$ cat src/sv/air_pkg.sv
package air_pkg;

   localparam int MAX_DEGREE    = 4;
   localparam int MAX_DIMENSION = 4;
   localparam int INDEX_FIELDS  = 4;

   localparam int IDX_W    = 3;
   localparam int CFG_W    = 3;
   localparam int SLOT_W   = 3;
   localparam int SORTED_W = 2;
   localparam int SIGN_W   = 2;
   localparam int BINOM_W  = 6;

   localparam int REQ_DATA_W = 16;
   localparam int RSP_DATA_W = 16;
   localparam int CSR_INDEX_W = 1;

   localparam logic [CSR_INDEX_W-1:0] REG_SPACE_DIMENSION = 1'd0;
   localparam logic [CSR_INDEX_W-1:0] REG_FORM_DEGREE     = 1'd1;

   localparam logic KIND_RANK   = 1'b0;
   localparam logic KIND_UNRANK = 1'b1;

   localparam logic STATUS_OK  = 1'b0;
   localparam logic STATUS_ERR = 1'b1;

   localparam logic signed [SIGN_W-1:0] SIGN_ZERO = 2'sb00;
   localparam logic signed [SIGN_W-1:0] SIGN_POS  = 2'sb01;
   localparam logic signed [SIGN_W-1:0] SIGN_NEG  = 2'sb11;

   localparam logic [CFG_W-1:0] DIMENSION_RESET = 3'd4;
   localparam logic [CFG_W-1:0] DEGREE_RESET    = 3'd2;

   typedef struct packed {
      logic                          status;
      logic signed [SIGN_W-1:0]      sign;
      logic [SLOT_W-1:0]             slot;
      logic [3:0][SORTED_W-1:0]      sorted;
   } result_type;

   // Binomial coefficient C(a,k) for a below eight; zero for k above a.
   localparam logic [BINOM_W-1:0] BINOM [8][8] = '{
      '{6'd1, 6'd0, 6'd0,  6'd0,  6'd0,  6'd0,  6'd0, 6'd0},
      '{6'd1, 6'd1, 6'd0,  6'd0,  6'd0,  6'd0,  6'd0, 6'd0},
      '{6'd1, 6'd2, 6'd1,  6'd0,  6'd0,  6'd0,  6'd0, 6'd0},
      '{6'd1, 6'd3, 6'd3,  6'd1,  6'd0,  6'd0,  6'd0, 6'd0},
      '{6'd1, 6'd4, 6'd6,  6'd4,  6'd1,  6'd0,  6'd0, 6'd0},
      '{6'd1, 6'd5, 6'd10, 6'd10, 6'd5,  6'd1,  6'd0, 6'd0},
      '{6'd1, 6'd6, 6'd15, 6'd20, 6'd15, 6'd6,  6'd1, 6'd0},
      '{6'd1, 6'd7, 6'd21, 6'd35, 6'd35, 6'd21, 6'd7, 6'd1}
   };

   function automatic logic [BINOM_W-1:0] binom(input logic [2:0] a, input logic [2:0] k);
      return BINOM[a][k];
   endfunction

endpackage

$ cat src/sv/antisymmetric_index_rank.sv
// A req word accepted at a clock edge sits in the input register and moves into the
// result register, and onto rsp, once the result register is free.
// Throughput: one word per cycle; the input register keeps loading while a result
// waits on rsp_tready, so the stream stalls only when both registers are full.
// Reset (synchronous, active high) empties both registers and sets
// space_dimension to 4 and form_degree to 2.
module antisymmetric_index_rank (
   input  logic                                 clock,
   input  logic                                 reset,
   input  logic                                 req_tvalid,
   output logic                                 req_tready,
   // [2:0] first_index, [5:3] second_index, [8:6] third_index,
   // [11:9] fourth_index, [14:12] slot_request, [15] zero
   input  logic [air_pkg::REQ_DATA_W-1:0]       req_tdata,
   // [0] kind
   input  logic                                 req_tuser,
   output logic                                 rsp_tvalid,
   input  logic                                 rsp_tready,
   // [1:0] sign, [4:2] slot, [6:5] sorted_first, [8:7] sorted_second,
   // [10:9] sorted_third, [12:11] sorted_fourth, [15:13] zero
   output logic [air_pkg::RSP_DATA_W-1:0]       rsp_tdata,
   // [0] status
   output logic                                 rsp_tuser,
   input  logic                                 csr_valid,
   output logic                                 csr_ready,
   input  logic [air_pkg::CSR_INDEX_W-1:0]      csr_index,
   input  logic [air_pkg::CFG_W-1:0]            csr_data
);

   logic [air_pkg::CFG_W-1:0] dim_ff, dim_in;
   logic [air_pkg::CFG_W-1:0] deg_ff, deg_in;

   logic                        in_valid_ff, in_valid_in;
   logic                        in_kind_ff;
   logic [3:0][air_pkg::IDX_W-1:0] in_idx_ff;
   logic [air_pkg::SLOT_W-1:0]  in_slot_ff;

   logic                        rsp_valid_ff, rsp_valid_in;
   air_pkg::result_type         result_ff, result_in;

   logic advance;
   logic req_take;

   // Handshake: the input register moves on whenever the result register is free.
   assign advance    = !rsp_valid_ff || rsp_tready;
   assign req_tready = !in_valid_ff || advance;
   assign req_take   = req_tvalid && req_tready;
   assign csr_ready  = 1'b1;

   always_comb begin
      in_valid_in  = in_valid_ff;
      rsp_valid_in = rsp_valid_ff;
      if (advance) begin
         rsp_valid_in = in_valid_ff;
         in_valid_in  = 1'b0;
      end
      if (req_take) begin
         in_valid_in = 1'b1;
      end
   end

   always_comb begin
      dim_in = dim_ff;
      deg_in = deg_ff;
      if (csr_valid) begin
         case (csr_index)
            air_pkg::REG_SPACE_DIMENSION: dim_in = csr_data;
            air_pkg::REG_FORM_DEGREE:     deg_in = csr_data;
            default: ;
         endcase
      end
   end

   always_ff @(posedge clock) begin
      if (reset) begin
         dim_ff       <= air_pkg::DIMENSION_RESET;
         deg_ff       <= air_pkg::DEGREE_RESET;
         in_valid_ff  <= 1'b0;
         rsp_valid_ff <= 1'b0;
      end else begin
         dim_ff       <= dim_in;
         deg_ff       <= deg_in;
         in_valid_ff  <= in_valid_in;
         rsp_valid_ff <= rsp_valid_in;
      end
   end

   always_ff @(posedge clock) begin
      if (req_take) begin
         in_kind_ff   <= req_tuser;
         in_idx_ff[0] <= req_tdata[2:0];
         in_idx_ff[1] <= req_tdata[5:3];
         in_idx_ff[2] <= req_tdata[8:6];
         in_idx_ff[3] <= req_tdata[11:9];
         in_slot_ff   <= req_tdata[14:12];
      end
      if (advance && in_valid_ff) begin
         result_ff <= result_in;
      end
   end

   // Rank and unrank datapath between the two registers.
   logic                          cfg_bad;
   logic [3:0]                    used;
   logic                          idx_bad;
   logic                          dup;
   logic                          parity;
   logic [3:0][2:0]               pos;
   logic [air_pkg::BINOM_W-1:0]   term_sum;
   logic [air_pkg::BINOM_W-1:0]   total;
   logic [air_pkg::BINOM_W-1:0]   rank_full;
   logic                          slot_bad;
   logic [3:0][air_pkg::SORTED_W-1:0] unrank_idx;

   assign cfg_bad = (5'(deg_ff) > 5'(air_pkg::MAX_DEGREE)) ||
                    (5'(deg_ff) > 5'(air_pkg::INDEX_FIELDS)) ||
                    (5'(dim_ff) > 5'(air_pkg::MAX_DIMENSION));
   assign total   = air_pkg::binom(dim_ff, deg_ff);

   always_comb begin
      idx_bad  = 1'b0;
      dup      = 1'b0;
      parity   = 1'b0;
      term_sum = '0;
      for (int i = 0; i < 4; i++) begin
         used[i] = 3'(i) < deg_ff;
      end
      for (int i = 0; i < 4; i++) begin
         if (used[i] && (in_idx_ff[i] >= dim_ff)) begin
            idx_bad = 1'b1;
         end
         pos[i] = '0;
         for (int k = 0; k < 4; k++) begin
            if (used[k] && (k != i) && (in_idx_ff[k] < in_idx_ff[i])) begin
               pos[i] = pos[i] + 3'd1;
            end
         end
      end
      // Parity is that of the number of inversions; any equal pair kills the sign.
      for (int i = 0; i < 4; i++) begin
         for (int j = i + 1; j < 4; j++) begin
            if (used[j]) begin
               if (in_idx_ff[i] > in_idx_ff[j]) begin
                  parity = ~parity;
               end
               if (in_idx_ff[i] == in_idx_ff[j]) begin
                  dup = 1'b1;
               end
            end
         end
      end
      // With distinct indices, the one with pos smaller ones sits at that place
      // of the sorted tuple: rank = C(n,p) - 1 - sum C(n-1-s_i, p-i).
      for (int i = 0; i < 4; i++) begin
         if (used[i]) begin
            term_sum = term_sum + air_pkg::binom(dim_ff - 3'd1 - in_idx_ff[i],
                                                 deg_ff - pos[i]);
         end
      end
      rank_full = total - 6'd1 - term_sum;
   end

   // Unrank by decoding the complemented rank as a combinatorial number,
   // one position per step, largest coefficient first.
   always_comb begin
      logic [air_pkg::BINOM_W-1:0] rem;
      logic [2:0]                  prev;
      logic [2:0]                  pick;
      logic [2:0]                  k;
      rem      = total - 6'd1 - 6'(in_slot_ff);
      prev     = dim_ff;
      slot_bad = 6'(in_slot_ff) >= total;
      for (int i = 0; i < 4; i++) begin
         k    = deg_ff - 3'(i);
         pick = '0;
         for (int c = 0; c < 7; c++) begin
            if ((3'(c) < prev) && (air_pkg::binom(3'(c), k) <= rem)) begin
               pick = 3'(c);
            end
         end
         unrank_idx[i] = '0;
         if (used[i]) begin
            rem           = rem - air_pkg::binom(pick, k);
            prev          = pick;
            unrank_idx[i] = 2'(dim_ff - 3'd1 - pick);
         end
      end
   end

   always_comb begin
      result_in = '0;
      if (cfg_bad) begin
         result_in.status = air_pkg::STATUS_ERR;
      end else if (in_kind_ff == air_pkg::KIND_RANK) begin
         if (idx_bad) begin
            result_in.status = air_pkg::STATUS_ERR;
         end else if (!dup) begin
            result_in.sign = parity ? air_pkg::SIGN_NEG : air_pkg::SIGN_POS;
            result_in.slot = rank_full[air_pkg::SLOT_W-1:0];
         end
      end else begin
         if (slot_bad) begin
            result_in.status = air_pkg::STATUS_ERR;
         end else begin
            result_in.sign   = air_pkg::SIGN_POS;
            result_in.slot   = in_slot_ff;
            result_in.sorted = unrank_idx;
         end
      end
   end

   assign rsp_tvalid = rsp_valid_ff;
   assign rsp_tuser  = result_ff.status;
   assign rsp_tdata  = {3'b000, result_ff.sorted, result_ff.slot, result_ff.sign};

endmodule

$ cat config.mk
export PLATFORM = sky130hd
export DESIGN_NAME = antisymmetric_index_rank
export DESIGN_NICKNAME = d
export VERILOG_FILES = /design/src/sv/air_pkg.sv /design/src/sv/antisymmetric_index_rank.sv
export SDC_FILE = /design/constraint.sdc
export NUM_CORES = 1
export LEC_CHECK = 0
export BUFFER_PORTS_ARGS = -buffer_cell sky130_fd_sc_hd__buf_2
export CORE_ASPECT_RATIO = 0.5
export CORE_MARGIN = 3
export CORE_UTILIZATION = 45
export CTS_CLUSTER_SIZE = 30
export DETAILED_ROUTE_END_ITERATION = 16
export GPL_ROUTABILITY_DRIVEN = 0
export PLACE_DENSITY_LB_ADDON = 0.15
export SLEW_MARGIN = 20
export SYNTH_ARGS = -nofsm -noshare
export SYNTH_HDL_FRONTEND = slang
export SYNTH_SLANG_ARGS = --single-unit
$ cat constraint.sdc
create_clock -name clock -period 14.22 [get_ports clock]
set_clock_uncertainty 0.05 [all_clocks]
set_input_delay 2.844 -clock clock [delete_from_list [all_inputs] [get_ports clock]]
set_output_delay 2.844 -clock clock [all_outputs]
set_load 0.01 [all_outputs]
* Word-level counts from Yosys, hierarchy flattened
Memories as Yosys holds them, arrays and structs flattened. Index checks and enable logic that the tools add are counted.
Cells by class: add/sub/neg operators 33, order comparisons 93, eq/ne operators 6, muxes and demuxes 175, bitwise logic cells 27, reduce and logical (&&, ||, !) cells 54
Operator list (count):
- 48-bit 2-to-1 mux | 16
- 6-bit 2-to-1 mux | 60
- 6-bit binary-select mux with 3-bit select | 8
- 6-bit <= comparator | 24
- 3-bit 2-to-1 mux | 38
- 4-bit >= comparator, second input constant | 16
- 3-bit inverter with 4-bit output | 16
- 1-bit logical AND | 42
- 1-bit 2-to-1 mux | 40
- 3-bit less-than comparator | 12
- 3-bit less-than comparator, first input constant | 12
- 2-bit by 3-bit less-than comparator with 1-bit output, first input constant | 10
- 3-bit subtractor | 9
- 3-bit by 1-bit adder with 3-bit output, second input constant | 8
- 2-bit 2-to-1 mux | 10
- 3-bit equality test | 6
- 3-bit greater-than comparator | 6
- 1-bit by 3-bit less-than comparator with 1-bit output, first input constant | 6
- 6-bit subtractor | 3
- 4-bit OR reduction | 4
- 3-bit >= comparator | 4
- 12-bit 2-to-1 mux | 1
- 1-bit inverter | 11
- 5-bit 2-to-1 mux | 2
- 12 further kinds | 24
Word-level totals: register bits after elaboration 38, bits in read-only memories 4224, input port bits 26, output and inout bits 20, logic and storage cells 437, memories kept 32
Memory list:
- (no name shown) | depth 8, bits a word 48, rd ports 1, clocked after Yosys merged registers in 0, write ports 0, RTL line air_pkg.sv:54 | return BINOM[a][k];
- (no name shown) | depth 8, bits a word 48, rd ports 1, clocked after Yosys merged registers in 0, write ports 0, RTL line air_pkg.sv:54
- (no name shown) | depth 8, bits a word 48, rd ports 1, clocked after Yosys merged registers in 0, write ports 0, RTL line air_pkg.sv:54
- (no name shown) | depth 8, bits a word 48, rd ports 1, clocked after Yosys merged registers in 0, write ports 0, RTL line air_pkg.sv:54
- (no name shown) | depth 8, bits a word 48, rd ports 1, clocked after Yosys merged registers in 0, write ports 0, RTL line air_pkg.sv:54
- (no name shown) | depth 8, bits a word 48, rd ports 1, clocked after Yosys merged registers in 0, write ports 0, RTL line air_pkg.sv:54
- +26 memories

* Logic depth before layout (Yosys ltp)
Gate-level depths: netlist of the first run.
word-level depth 72, depth in mapped cells 81, gate-level depth less buffers 79

* Worst setup path before layout of the first run
OpenSTA, ideal clock, no wires.
path kind register to register, start point register dim_ff[0] (netlist name), end point register result_ff, in the netlist rsp_tdata[12] (data pin), setup time 0.148 ns, arrival time 14.740 ns, required time 14.022 ns, path slack -0.719 ns, cell stages (with the launch flop) 77, buffers on the path 3, clock period less this slack 14.939 ns, cells stage by stage dfxtp_1 > buf_2 > inv_1 > ha_1 > clkbuf_1 > nand2_1 > nand3_1 > a31oi_1 > xnor2_1 > ha_1 > a21oi_1 > nand2_1 > and4_1 > o211a_1 > a211o_1 > buf_6 > ha_1 > and4_1 > (+41 left out) > ha_1 > inv_1 > fa_1 > a21oi_1 > ha_1 > nor2b_1 > o21ai_0 > nand2b_1 > a21oi_1 > nor2b_1 > o221ai_1 > and2_1 > a32o_1 > o22ai_1 > ha_1 > xor2_1 > or4b_2 > mux2i_1
Between the ends: longest elaborated chain between the ends 69, elaborated cells between the ends (all ways) 141, those cells by class 7 x add/sub; 50 x order compare; 50 x mux; 4 x bitwise; 26 x reduce/logical; 4 x memory
RTL lines:
- from (decl) | RTL line antisymmetric_index_rank.sv:30 | logic [air_pkg::CFG_W-1:0] dim_ff, dim_in;
- from (signal assigned) | RTL line antisymmetric_index_rank.sv:76 | dim_ff <= air_pkg::DIMENSION_RESET;
- from (signal assigned) | RTL line antisymmetric_index_rank.sv:81 | dim_ff <= dim_in;
- 3-bit inverter with 4-bit output (implied by the code) | RTL line air_pkg.sv:54
- memory read 8 x 48 bit
- 48-bit 2-to-1 mux (implied by the code) (2 in a row) | RTL line air_pkg.sv:54
- 6-bit binary-select mux with 3-bit select | RTL line air_pkg.sv:54
- 6-bit 2-to-1 mux (implied by the code) (2 in a row) | RTL line air_pkg.sv:54
- 6-bit by 1-bit subtractor with 6-bit output | RTL line antisymmetric_index_rank.sv:170 | rem = total - 6'd1 - 6'(in_slot_ff);
- 6-bit by 3-bit subtractor with 6-bit output | RTL line antisymmetric_index_rank.sv:170
- 6-bit <= comparator | RTL line antisymmetric_index_rank.sv:177 | if ((3'(c) < prev) && (air_pkg::binom(3'(c), k) <= rem)) begin
- (+46 left out)
- 6-bit 2-to-1 mux (implied by the code) (2 in a row) | RTL line air_pkg.sv:54
- 6-bit subtractor | RTL line antisymmetric_index_rank.sv:183 | rem = rem - air_pkg::binom(pick, k);
- 6-bit 2-to-1 mux | RTL line antisymmetric_index_rank.sv:182 | if (used[i]) begin
- 6-bit <= comparator | RTL line antisymmetric_index_rank.sv:177
- 1-bit logical AND | RTL line antisymmetric_index_rank.sv:177
- 1-bit 2-to-1 mux | RTL line antisymmetric_index_rank.sv:177
- 2-bit 2-to-1 mux (5 in a row) | RTL line antisymmetric_index_rank.sv:177
- 2-bit subtractor | RTL line antisymmetric_index_rank.sv:185 | unrank_idx[i] = 2'(dim_ff - 3'd1 - pick);
- to (signal assigned) | RTL line antisymmetric_index_rank.sv:98 | result_ff <= result_in;
- to (decl) | RTL line antisymmetric_index_rank.sv:39 | air_pkg::result_type result_ff, result_in;
Several ways; a longest one is shown, not always the timed one. The select of a mux whose other input is x is not followed. A chain may end at the register's enable or synchronous reset.

* Worst setup path in the final report of the first run
start point register dim_ff[1] (netlist name), end point register result_ff, in the netlist rsp_tdata[12] (data pin)
Same word-level chain as after synthesis.

==> qor.csv, run 1 <==
stage,metric,value,unit
status,status,"finished, final reports clean",
timing,finalHoldViolations,0,
clocking,clockRootBuffer,clkbuf_16,
logic_synthesis,synth_most_common_cell,ha_1,
detailed_routing,via_count,9073,
timing,clock.fmax,0.0715,GHz
timing,worst_pin_slew,0.882,ns
logic_synthesis,ys_ff_latch,38,
grt,antenna_found_initial,0,
placement,placed_area,10400,um2
detailed_routing,wire_per_inst,18.0,um
floorplan,rows,35,
cells_and_area,syn_to_final_growth,28.4,%
logic_synthesis,syn_inst,1111,
critical_path,cp.required,14.31,ns
power,power_density,223,nW/um2
power,leakagePower,5.19,nW
timing,rsz0062_at_grt,yes,
grt,gr-usage-all-layers,24.9,%
timing,slew_violations,0,
cells_and_area,multi_input_area,7880,um2
detailed_routing,drc_errors,0,
logic_synthesis,synth_top_area_share,25.0,%
critical_path,critPathMaxFanout,5,
detailed_routing,drtIter0Drc,636,
cells_and_area,seqCellArea,1070,um2
logic_synthesis,async_flop_share,0,%
cells_and_area,fin_nets,1518,
cells_and_area,fin_area,11300,um2
logic_synthesis,synth.distinct_cells,97,
logic_synthesis,avgSynthCellArea,7.96,um2
cells_and_area,final_util,60.3,%
timing,fin_crit,13.99,ns
worst_hold_path,hold_path.class,register to register,
logic_synthesis,synth_edf_count,30,
timing,slew_headroom,41.2,%
detailed_routing,routed_wl,28.1,mm
grt,grt.overflow.total,0,
job,maxCapViolCount,0,
logic_synthesis,synthTopCellsByArea,"ha_1, edfxtp_1, a21oi_1, xnor2_1, o21ai_0",
critical_path,crit_path_frequent_cell,a21oi_2,
detailed_routing,drtPass1Iterations,5,
logic_synthesis,yosys.area.top_type,ha_1,
cells_and_area,layout-drive-gt1-share,28.8,%
floorplan,start_util,47.0,%
critical_path,crit_path_end_kind,register,
power,peakVddDrop,142,uV
critical_path,crit_arrival,14.07,ns
placement,post-place-cells,1523,
logic_synthesis,synthTopCellsByCount,"ha_1, nand2_1, nor2_1",
cells_and_area,nFillCells,1639,
logic_synthesis,netlist_area,8840,um2
floorplan,dieArea,21500,um2
clocking,postCtsHoldBufs,0,
placement,place_hpwl,21.6,mm
clocking,clock-sinks,38,
floorplan,ios,46,
grt,grt_max_degree,30,
clocking,clkLatencyLatePin,0.28,ns
clocking,cts_inserted_buffers,5,
logic_synthesis,synth-main-ff-cell,edfxtp_1,
placement,port_buffers,40,
logic_synthesis,ys_warn_count,0,
critical_path,crit_slowest_cell,or4b_4,
detailed_routing,ant_nets,0,
detailed_routing,vias_per_cell,5.82,
timing,setup-violations-final,0,
cells_and_area,diodes,0,
clocking,clk_pin_slew,0.06,ns
grt,grt_pass1_vias,8559,
clocking,htree_levels,2,
grt,grt_first_pass_wirelength,43.7,mm
clocking,cts_tree,yes,
floorplan,die_w,204,um
cells_and_area,layout.cells.non_filler,1559,
critical_path,cp-start-kind,register,
logic_synthesis,synth-seq-area-share,12.0,%
critical_path,worstSetupPathType,register to register,
critical_path,max_stage_delay,0.48,ns
clocking,cts_buffer_depth,2,
timing,finalCritPeriodShare,98.4,%
floorplan,die-height,105,um
floorplan,coreArea,18800,um2
cell type report:
cell class,instances,area share [%]
multi-input cells,944,69.5
repair buffers,225,14.2
flip-flops and latches,38,9.43
well taps,259,2.86
inverters,85,2.81
clock buffers,6,1.14
clock inverters,2,0.0772
layout by cell type (no fill, tap or decap), drive strengths merged, types with 6 or more instances in the layout:
cell	netlist	layout
edfxtp	30	30
inv	83	83
xor2	13	13
dfxtp	8	8
nand3	25	25
mux2i	14	14
a31oi	22	22
nor2	85	85
a311oi	8	8
a21oi	80	80
a211oi	15	15
buf	19	225
xnor2	46	46
a21o	26	26
o21ai	83	83
nand2b	26	26
and2	9	9
o21a	15	15
o31ai	12	12
o22ai	10	10
and3	10	10
nor3	12	12
nor4	6	6
clkbuf	28	6
nor2b	35	35
o211ai	11	11
ha	177	177
fa	16	16
nand2	92	92
per-stage QoR:
step                setup TNS (ns)  hold slack (ns)  power [mW]  worst slack, ns
floorplan                        0            0.428        1.39           0.0407
global placement            -0.396            0.433        2.01           -0.396
detailed placement          -0.713            0.438        2.09           -0.709
CTS                              0            0.447        2.35           0.0142
global route                -0.645            0.489        2.77           -0.593
finish                           0            0.458        2.53            0.233
cells by family (layout without fill, tap and decap cells):
family / after synthesis / in the layout / synth area share [%]
AOI/OAI and AO/OA: 339 / 339 / 26.4
xor gates and xnor gates: 59 / 59 / 5.93
adders and majority gates: 194 / 194 / 28.8
buffers and inverters: 132 / 318 / 6.27
DFF: 38 / 38 / 12.0
muxes: 19 / 19 / 2.26
other: 2 / 5 / 0.0849
and+or+nand+nor: 328 / 328 / 18.3
worst max-delay path, delay by kind of cell, from the launching register on:
kind | cells | cell delay (ns)
AOI/OAI and AO/OA | 33 | 6.16
adders and majority gates | 11 | 2.95
and+or+nand+nor | 13 | 2.26
buffers and inverters | 10 | 0.94
xor gates and xnor gates | 5 | 0.70
muxes | 3 | 0.40
DFF | 1 | 0.39
state kept, by name, indices dropped and copies added, names as in the netlist:
signal and count:
in_slot_ff 3, in_valid_ff 1, rsp_tvalid 1, rsp_tdata 13, rsp_tuser 1, in_idx_ff 12, deg_ff 3, dim_ff 3
in_kind_ff 1
power breakdown:
part | total (mW) | internal [mW] | switching (mW)
combinational | 2.29 | 1.11 | 1.18
clock | 0.107 | 0.0641 | 0.0430
sequential | 0.137 | 0.130 | 0.00694
total | 2.53 | 1.30 | 1.23
path summary, 6_finish.rpt:
check | start | cells after the start | slack [ns] | endpoint
worst max-delay path | dim_ff[1]$_SDFFE_PP0P_ | 75 | 0.23 | rsp_tdata[12]$_SDFFCE_PP0P_
worst min-delay path | deg_ff[2]$_SDFFE_PP0P_ | 2 | 0.46 | deg_ff[2]$_SDFFE_PP0P_
worst max register to register | dim_ff[1]$_SDFFE_PP0P_ | 75 | 0.23 | rsp_tdata[12]$_SDFFCE_PP0P_
worst min register to register | deg_ff[2]$_SDFFE_PP0P_ | 2 | 0.46 | deg_ff[2]$_SDFFE_PP0P_
layer usage:
layer | up-vias | part of all wire (%) | global-route usage, %
met5 | - | 0 | 0
met4 | 0 | 3.3 | 9.32
li1 | 4394 | - | -
met3 | 57 | 5.5 | 2.55
met1 | 4330 | 46 | 33.9
met2 | 292 | 46 | 40.9
timing repair:
item / CTS / global route
setup buffers: 14 / 15
hold endpoints to repair: 0 / 0
pin swaps: 35 / 80
endpoints found under the setup margin: 2 / 2
gates resized for setup: 54 / 85
Note: power is estimated with default switching activity, not from simulation.
==> run 2: changes to the inputs <==
--- a/config.mk
+++ b/config.mk
@@ -8,7 +8,7 @@
 export BUFFER_PORTS_ARGS = -buffer_cell sky130_fd_sc_hd__buf_2
 export CORE_ASPECT_RATIO = 0.5
 export CORE_MARGIN = 3
-export CORE_UTILIZATION = 45
+export CORE_UTILIZATION = 55
 export CTS_CLUSTER_SIZE = 30
 export DETAILED_ROUTE_END_ITERATION = 16
 export GPL_ROUTABILITY_DRIVEN = 0
==> run 2 against run 1 <==
  * Sequential cell count unchanged
  * Sequential share of layout area increased by 0.11 points
  * Core utilization increased by 12 points
  * Design area decreased by 1.0%
  * Wire length increased by 0.35%
  * Critical endpoint unchanged
  * Highest routed layer unchanged
==> qor.csv, run 2 (synthesis results as in run 1) <==
stage,metric,value,unit
clocking,postCtsHoldBufs,0,
timing,finalCritPeriodShare,98.8,%
detailed_routing,ant_nets,0,
timing,rsz0062_at_grt,yes,
critical_path,critPathMaxFanout,7,
clocking,clk_pin_slew,0.07,ns
timing,slew_violations,0,
worst_hold_path,hold_path.class,register to register,
power,leakagePower,5.14,nW
timing,clock.fmax,0.0712,GHz
detailed_routing,vias_per_cell,6.20,
detailed_routing,drc_errors,0,
cells_and_area,fin_nets,1508,
worst_hold_path,whs_path_depth,2,
cells_and_area,layout_commonest_cell,buf_4,
critical_path,reg2reg_from,dim_ff[1]$_SDFFE_PP0P_,
grt,gr-usage-all-layers,30.3,%
cells_and_area,fin_area,11200,um2
timing,fin_crit,14.05,ns
detailed_routing,drtPass1Iterations,6,
clocking,clkLatencyLatePin,0.30,ns
critical_path,crit_slowest_cell,fa_2,
placement,post-place-cells,1451,
timing,hold_slack,0.480,ns
floorplan,die-height,95.7,um
timing,finalHoldViolations,0,
floorplan,rows,32,
cells_and_area,largest_register_ffs,13,
grt,antenna_found_initial,0,
critical_path,worstSetupPathType,register to register,
clocking,clock-sinks,38,
clocking,cts_inserted_buffers,5,
clocking,cts_tree,yes,
grt,grt_first_pass_wirelength,43.2,mm
detailed_routing,routed_wl,28.2,mm
placement,port_buffers,40,
cells_and_area,diodes,0,
detailed_routing,via_count,9267,
critical_path,r2r_slack,0.17,ns
critical_path,rr_endpoint,rsp_tdata[12]$_SDFFCE_PP0P_,
clocking,cts_buffer_depth,2,
floorplan,coreArea,15600,um2
power,peakVddDrop,250,uV
detailed_routing,wire_per_inst,18.9,um
grt,grt_max_degree,23,
placement,place_hpwl,20.9,mm
power,power_density,232,nW/um2
floorplan,ios,46,
job,maxCapViolCount,0,
status,status,"finished, final reports clean",
grt,grt.overflow.total,0,
critical_path,critPathLaunch,dim_ff[1]$_SDFFE_PP0P_,
placement,placed_area,10200,um2
detailed_routing,drtIter0Drc,952,
cells_and_area,syn_to_final_growth,27.1,%
timing,fin_tns_setup,0,ns
critical_path,cp.required,14.32,ns
clocking,htree_levels,2,
timing,worst_pin_slew,0.932,ns
critical_path,crit_end,rsp_tdata[12]$_SDFFCE_PP0P_,
critical_path,crit_path_end_kind,register,
cells_and_area,layout-drive-gt1-share,28.3,%
critical_path,crit_arrival,14.15,ns
clocking,clockRootBuffer,clkbuf_16,
critical_path,r2r_cells,74,
floorplan,die_w,185,um
critical_path,cp-start-kind,register,
floorplan,dieArea,17700,um2
floorplan,start_util,56.8,%
grt,grt_pass1_vias,8643,
cells_and_area,layout.cells.non_filler,1494,
critical_path,max_stage_delay,0.52,ns
worst_hold_path,hp-start,in_valid_ff$_SDFFE_PP0P_,
timing,slew_headroom,37.7,%
cells_and_area,most-common-layout-cells,"buf_4, ha_1, nand2_1",
timing,setup-violations-final,0,
## run 2: critical path, delay by kind of cell, from the launching register on
| kind | cells | cell delay, ns |
|---|---|---|
| buffers and inverters | 7 | 0.81 |
| adder cells (fa/ha/maj) | 9 | 2.76 |
| multiplexers | 2 | 0.22 |
| flip-flops | 1 | 0.36 |
| XOR/XNOR | 4 | 0.61 |
| AO/OA/AOI/OAI | 32 | 5.82 |
| AND/OR/NAND/NOR | 20 | 3.26 |
## run 2: repair_timing
action                                 4_1_cts  5_1_grt
gates cloned                                 0        0
endpoints found under the hold margin        0        0
setup buffers                                9       26
setup endpoints to repair                    1        2
pin swaps                                   20       85
resized for setup                           40      105
## run 2: through the flow
step | power, mW | setup slack [ns] | utilization, %
5_1_grt | 2.83 | -0.390 | 72.1
3_5_place_dp | 2.07 | -0.635 | 65.3
6_report | 2.61 | 0.169 | 72.1
2_1_floorplan | 1.39 | 0.0407 | -
3_3_place_gp | 1.98 | -0.276 | 65.3
4_1_cts | 2.29 | 0.00651 | 67.8
## run 2: layout make-up
type                       instances  area [um2]
fill                            1149        4340
clock inverter                     3        16.3
inverter                          85         319
clock buffer                       5         125
multi-input combinational        944        7900
sequential                        38        1070
timing repair buffer             215        1550
tap                              204         255
## run 2: metal layers
layer / GRT usage, % / share of wire, %
met1: 39.0 / 43
met2: 52.3 / 47
met3: 4.42 / 6.9
met4: 10.4 / 3.5
met5: 0 / 0
## run 2: power breakdown
| group | internal (mW) | switching, mW |
|---|---|---|
| clock | 0.0641 | 0.0489 |
| combinational | 1.14 | 1.22 |
| sequential | 0.130 | 0.00683 |
## run 2: worst min-delay path by stage
stage	slack, ns	to
final	0.48	rsp_tvalid$_SDFFE_PP0P_
after global routing	0.50	rsp_tvalid$_SDFFE_PP0P_
after CTS	0.47	rsp_tvalid$_SDFFE_PP0P_
after detailed placement	0.46	rsp_tvalid$_SDFFE_PP0P_
after global placement	0.46	rsp_tvalid$_SDFFE_PP0P_
after floorplan	0.43	rsp_tvalid$_SDFFE_PP0P_
